===== src/rtl/nsfc_pkg.sv =====
// nsfc_pkg: shared types and constants for the newline stuffed frame codec
// no dependencies; used by every module under rtl
package nsfc_pkg;

	localparam int FRAME_LEN = 10;

	localparam logic [7:0] LF_BYTE     = 8'h0A;
	localparam logic [7:0] STUFF_BYTE  = 8'h1A;
	localparam logic [7:0] SEED        = 8'hA5;
	localparam logic [7:0] MASK_ALT    = 8'h01;
	localparam logic [7:0] STATUS_MASK = 8'hFE;

	localparam logic [3:0] LINE_MAX  = 4'd9;
	localparam logic [3:0] LINE_LONG = 4'd10;
	localparam logic [3:0] SER_COUNT = 4'(FRAME_LEN - 1);

	localparam logic OP_RX = 1'b0;
	localparam logic OP_TX = 1'b1;

	localparam logic [1:0] KIND_TX  = 2'd0;
	localparam logic [1:0] KIND_OK  = 2'd1;
	localparam logic [1:0] KIND_ERR = 2'd2;

	typedef logic [FRAME_LEN-1:0][7:0] frame_t;

	typedef struct packed {
		logic        opcode;
		logic [7:0]  rx_byte;
		logic [15:0] tx_id;
		logic [31:0] tx_data;
		logic        tx_cmd;
	} req_t;

	typedef struct packed {
		logic [1:0]  kind;
		logic [7:0]  tx_byte;
		logic        last;
		logic [15:0] frame_id;
		logic [31:0] frame_data;
		logic [7:0]  peer_status;
		logic [7:0]  rx_error_count;
	} rsp_t;

	typedef struct packed {
		logic        fire;
		logic        err;
		logic [15:0] frame_id;
		logic [31:0] frame_data;
		logic [7:0]  peer_status;
		logic [7:0]  count;
	} rx_result_t;

endpackage


===== src/rtl/newline_stuffed_frame_codec_top.sv =====
// a request is registered in req_s1 and its first result in the result register out_q
// throughput: one received byte per cycle when no frame is sent and any result can
// load; transmit gives ten result bytes, one per cycle while the single out_q loads
// reset: arst_n clears valids, serializer count, line length and error counter
// the line buffer holds no reset and needs no clearing pass
// depends on nsfc_pkg, nsfc_encoder, nsfc_tx_serializer, nsfc_rx_decoder
module newline_stuffed_frame_codec_top (
	input  logic           clk,
	input  logic           arst_n,
	input  logic           req_valid,
	output logic           req_ready,
	input  nsfc_pkg::req_t req,
	output logic           rsp_valid,
	input  logic           rsp_ready,
	output nsfc_pkg::rsp_t rsp
);

	nsfc_pkg::req_t       req_s1;
	logic                 valid_s1;
	nsfc_pkg::rsp_t       out_q;
	logic                 out_valid_q;
	nsfc_pkg::frame_t     frame;
	nsfc_pkg::rx_result_t rx_res;
	nsfc_pkg::rsp_t       out_next;
	logic [7:0]           err_count;
	logic                 ser_busy;
	logic [7:0]           ser_head;
	logic                 ser_last;
	logic                 is_tx;
	logic                 out_load;
	logic                 consume;
	logic                 out_write;

	assign is_tx    = (req_s1.opcode == nsfc_pkg::OP_TX);
	assign out_load = !out_valid_q || rsp_ready;
	assign consume  = valid_s1 && !ser_busy && (is_tx ? out_load : (!rx_res.fire || out_load));
	assign out_write = (ser_busy && out_load) || (consume && (is_tx || rx_res.fire));
	assign req_ready = !valid_s1 || consume;

	nsfc_encoder u_encoder (
		.tx_id     (req_s1.tx_id),
		.tx_data   (req_s1.tx_data),
		.tx_cmd    (req_s1.tx_cmd),
		.err_count (err_count),
		.frame     (frame)
	);

	nsfc_tx_serializer u_serializer (
		.clk    (clk),
		.arst_n (arst_n),
		.load   (consume && is_tx),
		.frame  (frame),
		.shift  (ser_busy && out_load),
		.busy   (ser_busy),
		.head   (ser_head),
		.last   (ser_last)
	);

	nsfc_rx_decoder u_rx_decoder (
		.clk       (clk),
		.arst_n    (arst_n),
		.byte_en   (consume && !is_tx),
		.rx_byte   (req_s1.rx_byte),
		.result    (rx_res),
		.err_count (err_count)
	);

	always_comb begin
		out_next = '0;
		out_next.rx_error_count = err_count;
		if (ser_busy) begin
			out_next.kind    = nsfc_pkg::KIND_TX;
			out_next.tx_byte = ser_head;
			out_next.last    = ser_last;
		end else if (is_tx) begin
			out_next.kind    = nsfc_pkg::KIND_TX;
			out_next.tx_byte = frame[0];
		end else begin
			out_next.kind           = rx_res.err ? nsfc_pkg::KIND_ERR : nsfc_pkg::KIND_OK;
			out_next.frame_id       = rx_res.frame_id;
			out_next.frame_data     = rx_res.frame_data;
			out_next.peer_status    = rx_res.peer_status;
			out_next.rx_error_count = rx_res.count;
		end
	end

	always_ff @(posedge clk or negedge arst_n) begin
		if (!arst_n) begin
			valid_s1    <= 1'b0;
			out_valid_q <= 1'b0;
		end else begin
			if (req_valid && req_ready) begin
				valid_s1 <= 1'b1;
			end else if (consume) begin
				valid_s1 <= 1'b0;
			end
			if (out_write) begin
				out_valid_q <= 1'b1;
			end else if (rsp_ready) begin
				out_valid_q <= 1'b0;
			end
		end
	end

	always_ff @(posedge clk) begin
		if (req_valid && req_ready) begin
			req_s1 <= req;
		end
		if (out_write) begin
			out_q <= out_next;
		end
	end

	assign rsp_valid = out_valid_q;
	assign rsp       = out_q;

	a_no_consume_busy: assert property (@(posedge clk) disable iff (!arst_n)
		ser_busy |-> !consume)
		else $error("request taken while a frame is still being sent");
	a_tx_starts_ser: assert property (@(posedge clk) disable iff (!arst_n)
		consume && is_tx |=> ser_busy && out_valid_q)
		else $error("transmit transaction did not start the serializer");
	a_last_is_tx: assert property (@(posedge clk) disable iff (!arst_n)
		rsp_valid && rsp.last |-> rsp.kind == nsfc_pkg::KIND_TX && rsp.tx_byte == nsfc_pkg::LF_BYTE)
		else $error("last flag on a result that is not the closing line feed");

endmodule


===== src/rtl/nsfc_encoder.sv =====
// nsfc_encoder: builds the ten wire bytes of a frame with lf stuffing and checksum
// depends on nsfc_pkg
module nsfc_encoder (
	input  logic [15:0]     tx_id,
	input  logic [31:0]     tx_data,
	input  logic            tx_cmd,
	input  logic [7:0]      err_count,
	output nsfc_pkg::frame_t frame
);

	logic [6:0][7:0] raw;
	logic [6:0][7:0] stuffed;
	logic [7:0]      mask;
	logic [7:0]      mask_w;
	logic [7:0]      sum;
	logic [7:0]      sum_w;

	always_comb begin
		raw[0] = tx_id[15:8];
		raw[1] = tx_id[7:0];
		raw[2] = tx_data[7:0];
		raw[3] = tx_data[15:8];
		raw[4] = tx_data[23:16];
		raw[5] = tx_data[31:24];
		raw[6] = (err_count & nsfc_pkg::STATUS_MASK) + {7'd0, tx_cmd};
		mask = 8'd0;
		for (int i = 0; i < 7; i++) begin
			if (raw[i] == nsfc_pkg::LF_BYTE) begin
				stuffed[i] = nsfc_pkg::STUFF_BYTE;
				mask[3'(7 - i)] = 1'b1;
			end else begin
				stuffed[i] = raw[i];
			end
		end
		mask_w = (mask == nsfc_pkg::LF_BYTE) ? nsfc_pkg::MASK_ALT : mask;
		sum = nsfc_pkg::SEED ^ mask_w;
		for (int i = 0; i < 7; i++) begin
			sum = sum ^ stuffed[i];
		end
		sum_w = (sum == nsfc_pkg::LF_BYTE) ? nsfc_pkg::STUFF_BYTE : sum;
		for (int i = 0; i < 7; i++) begin
			frame[i] = stuffed[i];
		end
		frame[7] = mask_w;
		frame[8] = sum_w;
		frame[9] = nsfc_pkg::LF_BYTE;
	end

endmodule


===== src/rtl/nsfc_tx_serializer.sv =====
// nsfc_tx_serializer: holds the remaining bytes of an encoded frame and shifts them out
// depends on nsfc_pkg
module nsfc_tx_serializer (
	input  logic             clk,
	input  logic             arst_n,
	input  logic             load,
	input  nsfc_pkg::frame_t frame,
	input  logic             shift,
	output logic             busy,
	output logic [7:0]       head,
	output logic             last
);

	logic [nsfc_pkg::FRAME_LEN-2:0][7:0] ser_q;
	logic [3:0]                          cnt_q;

	always_ff @(posedge clk or negedge arst_n) begin
		if (!arst_n) begin
			cnt_q <= 4'd0;
		end else if (load) begin
			cnt_q <= nsfc_pkg::SER_COUNT;
		end else if (shift) begin
			cnt_q <= cnt_q - 4'd1;
		end
	end

	always_ff @(posedge clk) begin
		if (load) begin
			ser_q <= frame[nsfc_pkg::FRAME_LEN-1:1];
		end else if (shift) begin
			ser_q <= {8'h00, ser_q[nsfc_pkg::FRAME_LEN-2:1]};
		end
	end

	assign busy = (cnt_q != 4'd0);
	assign head = ser_q[0];
	assign last = (cnt_q == 4'd1);

endmodule


===== src/rtl/nsfc_rx_decoder.sv =====
// nsfc_rx_decoder: line buffer, line length and error counter, decodes ten byte lines
// depends on nsfc_pkg
module nsfc_rx_decoder (
	input  logic                   clk,
	input  logic                   arst_n,
	input  logic                   byte_en,
	input  logic [7:0]             rx_byte,
	output nsfc_pkg::rx_result_t   result,
	output logic [7:0]             err_count
);

	logic [7:0] buf_q [9];
	logic [3:0] len_q;
	logic [7:0] count_q;
	logic       is_lf;
	logic [7:0] sum;
	logic [7:0] got;
	logic [7:0] mask;
	logic [6:0][7:0] d;

	assign is_lf = (rx_byte == nsfc_pkg::LF_BYTE);

	always_comb begin
		sum = nsfc_pkg::SEED;
		for (int i = 0; i < 8; i++) begin
			sum = sum ^ buf_q[i];
		end
		got = (buf_q[8] == nsfc_pkg::STUFF_BYTE) ? nsfc_pkg::LF_BYTE : buf_q[8];
		mask = (buf_q[7] == nsfc_pkg::MASK_ALT) ? nsfc_pkg::LF_BYTE : buf_q[7];
		for (int i = 0; i < 7; i++) begin
			d[i] = mask[3'(7 - i)] ? nsfc_pkg::LF_BYTE : buf_q[i];
		end
		result.fire = is_lf && (len_q == nsfc_pkg::LINE_MAX);
		result.err  = (sum != got);
		if (result.err) begin
			result.frame_id    = 16'd0;
			result.frame_data  = 32'd0;
			result.peer_status = 8'd0;
			result.count       = count_q + 8'd1;
		end else begin
			result.frame_id    = {d[0], d[1]};
			result.frame_data  = {d[5], d[4], d[3], d[2]};
			result.peer_status = d[6];
			result.count       = count_q;
		end
	end

	always_ff @(posedge clk or negedge arst_n) begin
		if (!arst_n) begin
			len_q   <= 4'd0;
			count_q <= 8'd0;
		end else if (byte_en) begin
			if (is_lf) begin
				len_q <= 4'd0;
				if (result.fire && result.err) begin
					count_q <= count_q + 8'd1;
				end
			end else if (len_q < nsfc_pkg::LINE_LONG) begin
				len_q <= len_q + 4'd1;
			end
		end
	end

	always_ff @(posedge clk) begin
		if (byte_en && !is_lf && (len_q < nsfc_pkg::LINE_MAX)) begin
			buf_q[len_q] <= rx_byte;
		end
	end

	assign err_count = count_q;

	a_count_bump: assert property (@(posedge clk) disable iff (!arst_n)
		byte_en && result.fire && result.err |=> count_q == $past(count_q) + 8'd1)
		else $error("error counter missed a checksum failure");
	a_count_hold: assert property (@(posedge clk) disable iff (!arst_n)
		!(byte_en && result.fire && result.err) |=> $stable(count_q))
		else $error("error counter moved without a checksum failure");
	a_len_range: assert property (@(posedge clk) disable iff (!arst_n)
		len_q <= nsfc_pkg::LINE_LONG)
		else $error("line length beyond saturation");

endmodule

===== config.mk =====
export PLATFORM = sky130hd
export DESIGN_NAME = newline_stuffed_frame_codec_top
export DESIGN_NICKNAME = d
export VERILOG_FILES = /design/src/rtl/nsfc_pkg.sv /design/src/rtl/newline_stuffed_frame_codec_top.sv /design/src/rtl/nsfc_encoder.sv /design/src/rtl/nsfc_tx_serializer.sv /design/src/rtl/nsfc_rx_decoder.sv
export SDC_FILE = /design/constraint.sdc
export NUM_CORES = 1
export LEC_CHECK = 0
export BUFFER_PORTS_ARGS = -buffer_cell sky130_fd_sc_hd__buf_2
export CAP_MARGIN = 5
export CORE_UTILIZATION = 55
export CTS_BUF_LIST = sky130_fd_sc_hd__clkbuf_4 sky130_fd_sc_hd__clkbuf_8
export DETAILED_ROUTE_END_ITERATION = 12
export GPL_TIMING_DRIVEN = 0
export PLACE_DENSITY = 0.78
export SYNTH_ARGS = -nofsm -noshare
export SYNTH_HDL_FRONTEND = slang
export SYNTH_HIERARCHICAL = 1
export SYNTH_SLANG_ARGS = --single-unit

===== constraint.sdc =====
create_clock -name clk -period 5.6 [get_ports clk]
set_input_delay 0.84 -clock clk [delete_from_list [all_inputs] [get_ports clk]]
set_output_delay 0.84 -clock clk [all_outputs]
set_load 0.05 [all_outputs]

Word level (Yosys, flattened, before mapping) --
Memory sizes are Yosys's and may differ from the RTL's. Index checks and enable logic that the tools add are counted.
Word-level totals: bits in registers 217, memories 1, word-level logic and storage cells 137, RAM bits 72
Memory list:
- u_rx_decoder.buf_q | words 9, width 8, rd ports 9, clocked after Yosys merged registers in 0, write ports 1, RTL line nsfc_rx_decoder.sv:12 | logic [7:0] buf_q [9];
Operators by class: magnitude comparators 2, reductions and logical operators 34, add/subtract/negate cells 4, muxes and demuxes 36, bitwise operators 16, equal/unequal tests 15
Operator list (count):
- $mux 64 | 2
- $mux 8 | 14
- $xor 8x8->8 | 14
- $eq 8x4->1 const B | 9
- $mux 4 | 9
- $reduce_or 4->1 | 3
- $logic_and 1x1->1 | 11
- $mux 1 | 10
- $add 8x1->8 | 1
- $add 8x1->8 const B | 1
- $eq 8x1->1 const B | 1
- $eq 8x5->1 const B | 1
- $lt 4x4->1 const B | 2
- $ne 8x8->1 | 1
- $not 4->4 | 2
- $reduce_bool 2->1 | 4
- $logic_not 1->1 | 6
- $logic_or 1x1->1 | 5
- $add 4x1->4 const B | 1
- $eq 4x1->1 const B | 1
- $eq 4x4->1 const B | 1
- $reduce_bool 4->1 | 1
- $sub 4x1->4 const B | 1
- $eq 3x3->1 const B | 1
- other kinds (5) | 5

Depth between registers and ports, before layout --
Gate-level depths: netlist of the first run.
word-level depth 16, gate-level depth with buffers 15, gate-level depth less buffers 11

Cells and area by module --
Netlist of the first run, hierarchy kept.
Modules (own cells, without submodules):
- newline_stuffed_frame_codec_top | cells an instance 240, instances 1, area an instance 4793.3 um^2
- nsfc_rx_decoder | cells an instance 306, instances 1, area an instance 4159.0 um^2
- nsfc_tx_serializer | cells an instance 184, instances 1, area an instance 3311.9 um^2
- nsfc_encoder | cells an instance 149, instances 1, area an instance 1012.2 um^2

Least setup slack after synthesis of the first run --
OpenSTA, ideal clock, no wires.
path kind reg-to-reg, start point register req_s1[54] (netlist name), end point register out_q (netlist bit rsp[0]), enable pin, buffers on the path 0, period minus slack after synthesis 5.969 ns, arrival time 5.436 ns, path slack -0.369 ns, cell stages (with the launch flop) 6, library setup time 0.533 ns, cell sequence edfxtp_1 > or4_1 > nor2_1 > and3_1 > o21ai_0 > a21oi_1
RTL lines:
- start, declared | RTL line newline_stuffed_frame_codec_top.sv:18 | nsfc_pkg::req_t req_s1;
- start signal, assigned | RTL line newline_stuffed_frame_codec_top.sv:107 | req_s1 <= req;
- end signal, assigned | RTL line newline_stuffed_frame_codec_top.sv:110 | out_q <= out_next;
- end, declared | RTL line newline_stuffed_frame_codec_top.sv:20 | nsfc_pkg::rsp_t out_q;

==> results of run 1 <==
-- state kept, by name (all words and copies together) (netlist names) --
signal                  flops
u_rx_decoder/err_count      8
u_serializer/cnt_q          4
u_rx_decoder/buf_q         72
u_serializer/head           8
u_rx_decoder/len_q          4
is_tx                       1
rsp_valid                   1
req_s1                     57
valid_s1                    1
u_serializer/ser_q         64
rsp                        75
-- cells by family (layout without fill, tap and decap cells) --
logic type | count (synthesis) | after routing | share of synthesized area [%]
adders and majority gates | 8 | 8 | 0.754
xor gates and xnor gates | 121 | 121 | 9.08
muxes | 76 | 76 | 6.89
buffers and inverters | 110 | 338 | 4.42
AOI/OAI and AO/OA | 54 | 54 | 2.82
and+or+nand+nor | 213 | 213 | 9.93
DFF | 295 | 295 | 66.0
other | 2 | 12 | 0.0566
-- layer usage --
metal / wire length [µm] / up-vias / global-route usage, %
met5: 0 / - / 0
met4: 510 / 0 / 6.70
met3: 1490 / 42 / 3.69
met2: 12200 / 246 / 34.1
met1: 11200 / 3609 / 29.3
li1: - / 3501 / -
-- stage by stage --
step	hold WS (ps)	area, µm²	setup slack, ps	instances	utilization [%]
after floorplan	516	13300	1300	889	-
after global placement	528	14400	117	1346	61.2
after detailed placement	533	14500	2110	1351	61.7
after CTS	217	15500	1660	1436	65.8
after global routing	228	15500	1500	1436	65.8
final	225	15500	1600	1436	65.8
-- critical path, cell delays in order (launching register included) --
cell and delay, ps:
edfxtp_1 590, or4_1 620, nor2_1 530, and3_1 340, o21a_1 130, o21ai_0 140, buf_2 260
-- placed cells by master (no fill, tap or decap), types with 11 or more instances in the layout --
cell / count
buf_6: 11
edfxtp_1: 277
xnor2_1: 94
xor2_1: 16
clkbuf_8: 51
nand2_1: 13
and2_1: 107
clkbuf_4: 16
conb_1: 12
buf_4: 20
clkbuf_1: 55
buf_2: 151
mux2_2: 57
o21ai_0: 14
dfrtp_1: 18
and3_1: 18
mux2_4: 16
nor2_1: 24
-- final timing paths --
path / end / slack, ps
worst max-delay path: req_ready / 1600
worst min-delay path: rsp_valid$_DFFE_PN0P_ / 220
worst max register to register: u_rx_decoder/buf_q[6][5]$_DFFE_PP_ / 2090
worst min register to register: u_serializer/ser_q[61]$_DFFE_PP_ / 540
max in group asynchronous: u_rx_decoder/err_count[1]$_DFFE_PN0P_ / 5070
min in group clk: req_s1[50]$_DFFE_PP_ / 450
-- power by group through the flow --
stage	clock, mW	sequential [mW]	combinational [mW]
after floorplan	0	3.10	0.495
after global placement	0	2.92	0.908
after detailed placement	0	2.91	0.956
after CTS	1.89	2.86	0.963
after global routing	1.99	2.89	1.03
final	1.85	2.86	0.959
-- final cells by class --
cell class              instances  area share [%]
clock buffers                  67            5.30
repair buffers                143            5.20
plain buffers                  99            3.52
inverters                      11           0.266
well taps                     319            2.58
clock inverters                18           0.912
flip-flops and latches        295            56.6
multi-input cells             484            25.6
==> qor.yml, run 1 <==
clock_latency_ps: 560
crit_arrival_ps: 3160
ff_latch_area_um2: 8770
yosys.cell_types.count: 63
ys_async_sr_fraction_pct: 6.10
yosys_register_bits: 295
dieArea_um2: 24800
power_density_nw_per_um2: 366
clockPowerShare_pct: 32.7
power_frac_comb_pct: 16.9
synth_area_um2: 13300
tightest_slew_ps: 707
p_sw_mw: 1.52
fmaxAchievable_mhz: 250
fillers: 1744
end_kind: "output port"
timing.rr.start: "u_serializer/cnt_q[0]$_DFFE_PN0P_"
viasPerCell: 5.15
hold_viol_final: 0
crit_fanout: 10
synth-edff-count: 277
drive_gt1_share_pct: 31.7
route.detailed.wl_per_inst_um: 17.7
grtUsageTotal_pct: 21.1
ir_drop_mv: 0.251
post-route-period-util_pct: 71.4
synth_common_cells: "edfxtp_1, and2_1, xnor2_1"
post_cts_resized: 0
setup_viol: 0
grt_antenna_before_repair: 1
outcome: "finished, final reports clean"
drtIter0Drc: 464
slew_viol_final: 0
grt_pass1_vias: 7303
multi_input_area_um2: 3970
vias: 7398
rr_worst_depth: 12
yosysTopAreaCellShare_pct: 62.7
num_rows: 56
crit_type: "reg2out"
die_h_um: 157
slew_headroom_pct: 52.7
ios: 139
gp_congestion: 0.841
power_mw: 5.67
fin_tns_setup_ps: 0
drc: 0
initial_core_util_pct: 56.4
grt_pass1_wl_um: 39000
cp.required_ps: 4760
first_pass_iters: 5
place.port_buffers: 138
crit_start: "req_s1[53]$_DFFE_PP_"
grt_max_degree: 44
cts_hold_buf: 0
antennaDiodeCount: 0
p_seq_share_pct: 50.4
wirelength_um: 25400
swShare_pct: 26.8
clock_path_buffers: 3
path_clk_slew_ps: 60
avgSynthCellArea_um2: 15.1
synth_area_leaders: "edfxtp_1, xnor2_1, and2_1, mux2_2, dfrtp_1"
tritoncts: "done"
core-area_um2: 23500
ys.flop_type: "edfxtp_1"
yosysMostFrequentCell: "edfxtp_1"
cap_violations: 0
area_growth_pct: 16.7
synth-warning-count: 6
cts.sinks: 295
ys_seq_area_share_pct: 66.0
chipWidth_um: 157
cts_buffers: 46
p_int_mw: 4.15
worst_setup_path_start_kind: "flop"
rsz0062_at_grt: "false"
fin_skew_ps: 18.6
p_leak_nw: 5.90
netlist_instances: 879
worstHoldPathType: "in2async"
grt-ovfl-total: 0
dp_hpwl_um: 18200
post-cts-setup-buffer-count: 0
period_needed_ps: 4000
antenna_left: 0
clock-root-buffer: "clkbuf_8"
h-tree-depth: 2
nNetsFinal: 1150
synth_top_cell_by_area: "edfxtp_1"
No activity file was read; power rests on OpenSTA's default activity.
==> inputs of run 2 (changes only) <==
==> constraint.sdc (replaced) <==
create_clock -name clk -period 3.3 [get_ports clk]
set_input_delay 0.495 -clock clk [delete_from_list [all_inputs] [get_ports clk]]
set_output_delay 0.495 -clock clk [all_outputs]
set_load 0.05 [all_outputs]
==> run 2 against run 1 <==
Against the previous run:
- sequential share of layout area hardly changed
- setup slack worse by 1500 ps
- register-to-register slack worse by 1900 ps
- cell count is 0.28% higher
- die area stayed put
- critical path depth stayed put
- routed wire length hardly changed
- global-route usage is 0.16 points lower
- first-iteration DRC count is 9.5% higher
- non-clock buffer count is 3 higher
- critical endpoint unchanged
- highest routed layer unchanged
==> qor.yml, run 2 (synthesized netlist as in run 1, its figures left out) <==
post-route-period-util_pct: 97.2
rsz0062_at_grt: "true"  # was false
instances_no_fill: 1440  # was 1436
die_h_um: 157  # unchanged
rr_worst_depth: 11  # was 12
grt_max_degree: 48  # was 44
largest_reg_flops: 75  # unchanged
min-delay-start: "req[50]"
core-area_um2: 23500  # unchanged
dp_slack_ps: -214  # was 2110 ps
h-tree-depth: 2  # unchanged
clock_latency_ps: 570  # was 560 ps
period_needed_ps: 3210
setup_viol: 0  # unchanged
viasPerCell: 5.08  # was 5.15
final_common_cell: "edfxtp_1"  # unchanged
ir_drop_mv: 0.388  # was 0.251 mV
first_pass_iters: 5  # unchanged
fin_ws_ps: 93.5  # was 1600 ps
drive_gt1_share_pct: 32.3  # was 31.7%
dp_hpwl_um: 17900  # was 18200 µm
crit_start: "req_s1[54]$_DFFE_PP_"  # was req_s1[53]$_DFFE_PP_
multi_input_area_um2: 3990  # was 3970 µm²
drc: 0  # unchanged
gp_congestion: 0.836  # was 0.841
r2r_setup_slack_ps: 170  # was 2090 ps
crit_fanout: 10  # unchanged
wirelength_um: 25500  # was 25400 µm
tritoncts: "done"  # unchanged
cap_violations: 0  # unchanged
route.detailed.wl_per_inst_um: 17.7  # about the same
clock_path_buffers: 3  # unchanged
initial_core_util_pct: 56.4  # unchanged
cts.sinks: 295  # unchanged
slew_viol_final: 0  # unchanged
grt_pass1_vias: 7089  # was 7303
vias: 7313  # was 7398
worst_setup_path_start_kind: "flop"  # unchanged
nNetsFinal: 1154  # was 1150
worstSetupEndpoint: "req_ready"  # unchanged
cts_buffers: 47  # was 46
fillers: 1664  # was 1744
crit_arrival_ps: 2710  # was 3160 ps
power_mw: 9.56  # was 5.67 mW
place.port_buffers: 138  # unchanged
placedCellCount: 1350  # was 1351
grt_antenna_before_repair: 0  # was 1
clock-root-buffer: "clkbuf_8"  # unchanged
drtIter0Drc: 508  # was 464
chipWidth_um: 157  # unchanged
power_density_nw_per_um2: 616  # was 366 nW/µm²
antenna_left: 0  # unchanged
r2r_end: "u_rx_decoder/buf_q[0][0]$_DFFE_PP_"  # was u_rx_decoder/buf_q[6][5]$_DFFE_PP_
worstHoldPathType: "in2reg"  # was in2async
dieArea_um2: 24800  # unchanged
slew_headroom_pct: 52.9  # was 52.7%
hold_viol_final: 0  # unchanged
outcome: "finished, final reports clean"  # unchanged
antennaDiodeCount: 0  # unchanged
cp.required_ps: 2800  # was 4760 ps
fin_tns_setup_ps: 0  # unchanged
final_cell_mix: "edfxtp_1, buf_2, and2_1"  # unchanged
tightest_slew_ps: 703  # was 707 ps
timing.rr.start: "u_serializer/cnt_q[0]$_DFFE_PN0P_"  # unchanged
grtUsageTotal_pct: 21.0  # was 21.1%
ff_latch_area_um2: 8770  # unchanged
ios: 139  # unchanged
hold_ws_ps: 96.7  # was 225 ps
p_leak_nw: 5.92  # was 5.90 nW
num_rows: 56  # unchanged
end_kind: "output port"  # unchanged
fmaxAchievable_mhz: 312
grt_pass1_wl_um: 38400  # was 39000 µm
grt-ovfl-total: 0  # unchanged
crit_type: "reg2out"  # unchanged
path_clk_slew_ps: 60  # about the same
area_growth_pct: 16.8  # was 16.7%
fin_skew_ps: 31.2  # was 18.6 ps
## run 2: metrics by stage
stage	area (µm²)	utilization [%]
floorplan	13300	-
global placement	14400	61.3
detailed placement	14500	61.7
CTS	15500	65.7
global route	15500	65.9
finish	15500	65.9
## run 2: cell type report
class	count	area share (%)
Buffer	98	3.49
Clock buffer	61	4.93
Clock inverter	25	1.15
Inverter	11	0.266
Multi-Input combinational cell	484	25.8
Sequential cell	295	56.6
Tap cell	319	2.57
Timing Repair Buffer	147	5.28
## run 2: worst min-delay path by stage
stage / endpoint / slack [ps] / depth (start not counted)
floorplan: rsp_valid$_DFFE_PN0P_ / 200 / 0
global placement: rsp_valid$_DFFE_PN0P_ / 450 / 1
detailed placement: rsp_valid$_DFFE_PN0P_ / 450 / 1
CTS: req_s1[50]$_DFFE_PP_ / 70 / 1
global route: req_s1[32]$_DFFE_PP_ / 70 / 1
finish: req_s1[50]$_DFFE_PP_ / 100 / 1
## run 2: worst max-delay path: stages, from the launching register on
cell,delay [ps]
edfxtp_1,530
or4_4,620
nor2_4,220
and3_2,270
o21a_1,110
o21ai_0,150
buf_2,270
## run 2: where the power goes
part           switching [mW]  internal, mW  leakage (nW)
clock                    1.39          1.69         0.498
sequential              0.198          4.65          2.88
combinational           0.999         0.625          2.54
## run 2: metal layers
metal | GRT usage, % | wire, µm | vias to the layer above
li1 | - | - | 3507
met1 | 29.3 | 11400 | 3503
met2 | 33.5 | 12000 | 265
met3 | 3.74 | 1590 | 38
met4 | 6.56 | 515 | 0
met5 | 0 | 0 | -
## run 2: what timing repair did
item / 4_1_cts / 5_1_grt
setup endpoints to repair: 64 / 17
pin swaps: 0 / 0
hold buffers: 1 / 0
setup buffers: 0 / 4
gates resized for setup: 2 / 4
hold endpoints to repair: 18 / 0
==> inputs of run 3 (changes only) <==
--- a/config.mk
+++ b/config.mk
@@ -7,11 +7,12 @@
 export LEC_CHECK = 0
 export BUFFER_PORTS_ARGS = -buffer_cell sky130_fd_sc_hd__buf_2
 export CAP_MARGIN = 5
+export CORE_MARGIN = 3
 export CORE_UTILIZATION = 55
 export CTS_BUF_LIST = sky130_fd_sc_hd__clkbuf_4 sky130_fd_sc_hd__clkbuf_8
 export DETAILED_ROUTE_END_ITERATION = 12
 export GPL_TIMING_DRIVEN = 0
-export PLACE_DENSITY = 0.78
+export PLACE_DENSITY = 0.75
 export SYNTH_ARGS = -nofsm -noshare
 export SYNTH_HDL_FRONTEND = slang
 export SYNTH_HIERARCHICAL = 1
==> constraint.sdc (replaced) <==
create_clock -name clk -period 3.4 [get_ports clk]
set_input_delay 0.51 -clock clk [delete_from_list [all_inputs] [get_ports clk]]
set_output_delay 0.51 -clock clk [all_outputs]
set_load 0.05 [all_outputs]
==> run 3 against run 2 <==
Against the previous run:
- largest cell class unchanged
- flip-flop and latch count is the same
- cell count is essentially flat
- clock skew shrank 3.1 ps
- setup slack gained 53 ps
- critical endpoint unchanged
- highest routed layer unchanged
- design area grew 0.30%
==> qor.yml, run 3 (synthesized netlist as in run 1, its figures left out) <==
outcome: "finished, final reports clean"  # unchanged
grt_pass1_vias: 7339  # was 7089
h-tree-depth: 2  # unchanged
p_sw_mw: 2.50  # was 2.59 mW
slew_viol_final: 0  # unchanged
end_kind: "output port"  # unchanged
tritoncts: "done"  # unchanged
num_rows: 56  # unchanged
final_common_cell: "edfxtp_1"  # unchanged
cts_buffers: 46  # was 47
multi_input_area_um2: 4000  # was 3990 µm²
route.detailed.wl_per_inst_um: 18.2  # was 17.7 µm
largest_reg_flops: 75  # unchanged
hold_viol_final: 0  # unchanged
p_seq_share_pct: 50.4  # was 50.8%
gp_congestion: 0.813  # was 0.836
swShare_pct: 26.8  # was 27.1%
cap_violations: 0  # unchanged
cp_slowest_cell: "or4_1"  # was or4_4
fillers: 1738  # was 1664
viasPerCell: 5.14  # was 5.08
final_cell_mix: "edfxtp_1, buf_2, and2_1"  # unchanged
post-route-period-util_pct: 95.7
ir_drop_mv: 0.350  # was 0.388 mV
drive_gt1_share_pct: 32.6  # was 32.3%
power_frac_comb_pct: 17.1  # was 17.0%
drc: 0  # unchanged
grtUsageTotal_pct: 20.0  # was 21.0%
grt_max_degree: 45  # was 48
fmaxAchievable_mhz: 307
placed_area_um2: 14500  # about the same
dp_slack_ps: -213  # was -214 ps
crit_fanout: 10  # unchanged
ff_latch_area_um2: 8770  # unchanged
setup_viol: 0  # unchanged
placedCellCount: 1351  # was 1350
fin_skew_ps: 28.1  # was 31.2 ps
place.port_buffers: 138  # unchanged
tightest_slew_ps: 697  # was 703 ps
period_needed_ps: 3250
p_int_mw: 6.84  # was 6.97 mW
cts.sinks: 295  # unchanged
power_density_nw_per_um2: 601  # was 616 nW/µm²
clock_path_buffers: 3  # unchanged
clock-root-buffer: "clkbuf_8"  # unchanged
finalCoreUtilization_pct: 65.9  # about the same
antenna_left: 0  # unchanged
fin_ws_ps: 147  # was 93.5 ps
first_pass_iters: 5  # unchanged
hold_ws_ps: 128  # was 96.7 ps
grt-ovfl-total: 0  # unchanged
vias: 7392  # was 7313
area_growth_pct: 17.1  # was 16.8%
design_area_um2: 15600  # was 15500 µm²
dp_hpwl_um: 18500  # was 17900 µm
ios: 139  # unchanged
path_cells: "or4_1 -> nor2_4 -> and3_1 -> o21a_1 -> o21ai_0 -> buf_2"  # was or4_4 -> nor2_4 -> and3_2 -> o21a_1 -> o21ai_0 -> buf_2
crit_type: "reg2out"  # unchanged
core-area_um2: 23600  # was 23500 µm²
clockPowerShare_pct: 32.5  # was 32.2%
chipWidth_um: 161  # was 157 µm
die_h_um: 161  # was 157 µm
grt_pass1_wl_um: 40100  # was 38400 µm
rsz0062_at_grt: "false"  # was true
worstHoldPathType: "in2reg"  # unchanged
cp.required_ps: 2890  # was 2800 ps
cpPeakStageDelay_ps: 640  # was 620 ps
clock_latency_ps: 560  # was 570 ps
worst_setup_path_start_kind: "flop"  # unchanged
initial_core_util_pct: 56.2  # was 56.4%
antennaDiodeCount: 0  # unchanged
crit_arrival_ps: 2740  # was 2710 ps
path_clk_slew_ps: 60  # about the same
drtIter0Drc: 516  # was 508
slew_headroom_pct: 53.4  # was 52.9%
p_leak_nw: 5.93  # was 5.92 nW
dieArea_um2: 26000  # was 24800 µm²
grt_antenna_before_repair: 0  # unchanged
crit_family: "simple AND/OR/NAND/NOR gates"  # unchanged
instances_no_fill: 1439  # was 1440
nNetsFinal: 1153  # was 1154
wirelength_um: 26200  # was 25500 µm
cp_num_buf_inv: 1  # unchanged
-- run 3: cell type report --
cell class,count,share of cell area (%)
plain buffers,98,3.48
inverters,11,0.266
flip-flops and latches,295,56.4
clock inverters,24,1.22
multi-input cells,484,25.7
clock buffers,61,4.96
repair buffers,147,5.39
well taps,319,2.57
-- run 3: what timing repair did --
item,CTS,global route
hold buffers,1,0
endpoints found under the setup margin,64,65
pin swaps,0,1
hold endpoints to repair,18,0
gates resized for setup,1,9
setup buffers,0,3
-- run 3: through the flow --
step | power, mW | setup TNS, ps
after floorplan | 5.92 | 0
after global placement | 6.31 | -115550
after detailed placement | 6.37 | -9220
after CTS | 9.43 | 0
after global routing | 9.73 | 0
final | 9.35 | 0
-- run 3: worst paths after layout --
path / from / to / slack, ps / cells past startpoint
max: req_s1[54]$_DFFE_PP_ / req_ready / 150 / 6
min: req[50] / req_s1[50]$_DFFE_PP_ / 130 / 1
max reg2reg: u_serializer/cnt_q[1]$_DFFE_PN0P_ / u_rx_decoder/buf_q[5][2]$_DFFE_PP_ / 240 / 11
min reg2reg: u_serializer/ser_q[30]$_DFFE_PP_ / u_serializer/ser_q[22]$_DFFE_PP_ / 530 / 1
max in group asynchronous: arst_n / u_rx_decoder/err_count[7]$_DFFE_PN0P_ / 2620 / 2
min in group asynchronous: arst_n / u_serializer/cnt_q[2]$_DFFE_PN0P_ / 460 / 2
-- run 3: power groups by stage --
stage / Sequential [mW] / Clock [mW] / Combinational (mW)
2_1_floorplan: 5.10 / 0 / 0.819
3_3_place_gp: 4.79 / 0 / 1.51
3_5_place_dp: 4.78 / 0 / 1.59
4_1_cts: 4.71 / 3.11 / 1.60
5_1_grt: 4.75 / 3.27 / 1.72
6_report: 4.71 / 3.04 / 1.60
-- run 3: layer usage --
layer	vias up	routed length, µm	GRT usage, %
met2	276	12100	31.4
met1	3559	11600	28.6
met5	-	0	0
li1	3505	-	-
met4	0	731	7.24
met3	52	1720	3.33
-- run 3: worst register-to-register path, delay by kind of cell, from the launching register on --
family	cells	cell delay (ps)
buf+inv	3	600
simple gates	5	1180
fa+ha+maj	1	190
compound gates	2	460
flops	1	400
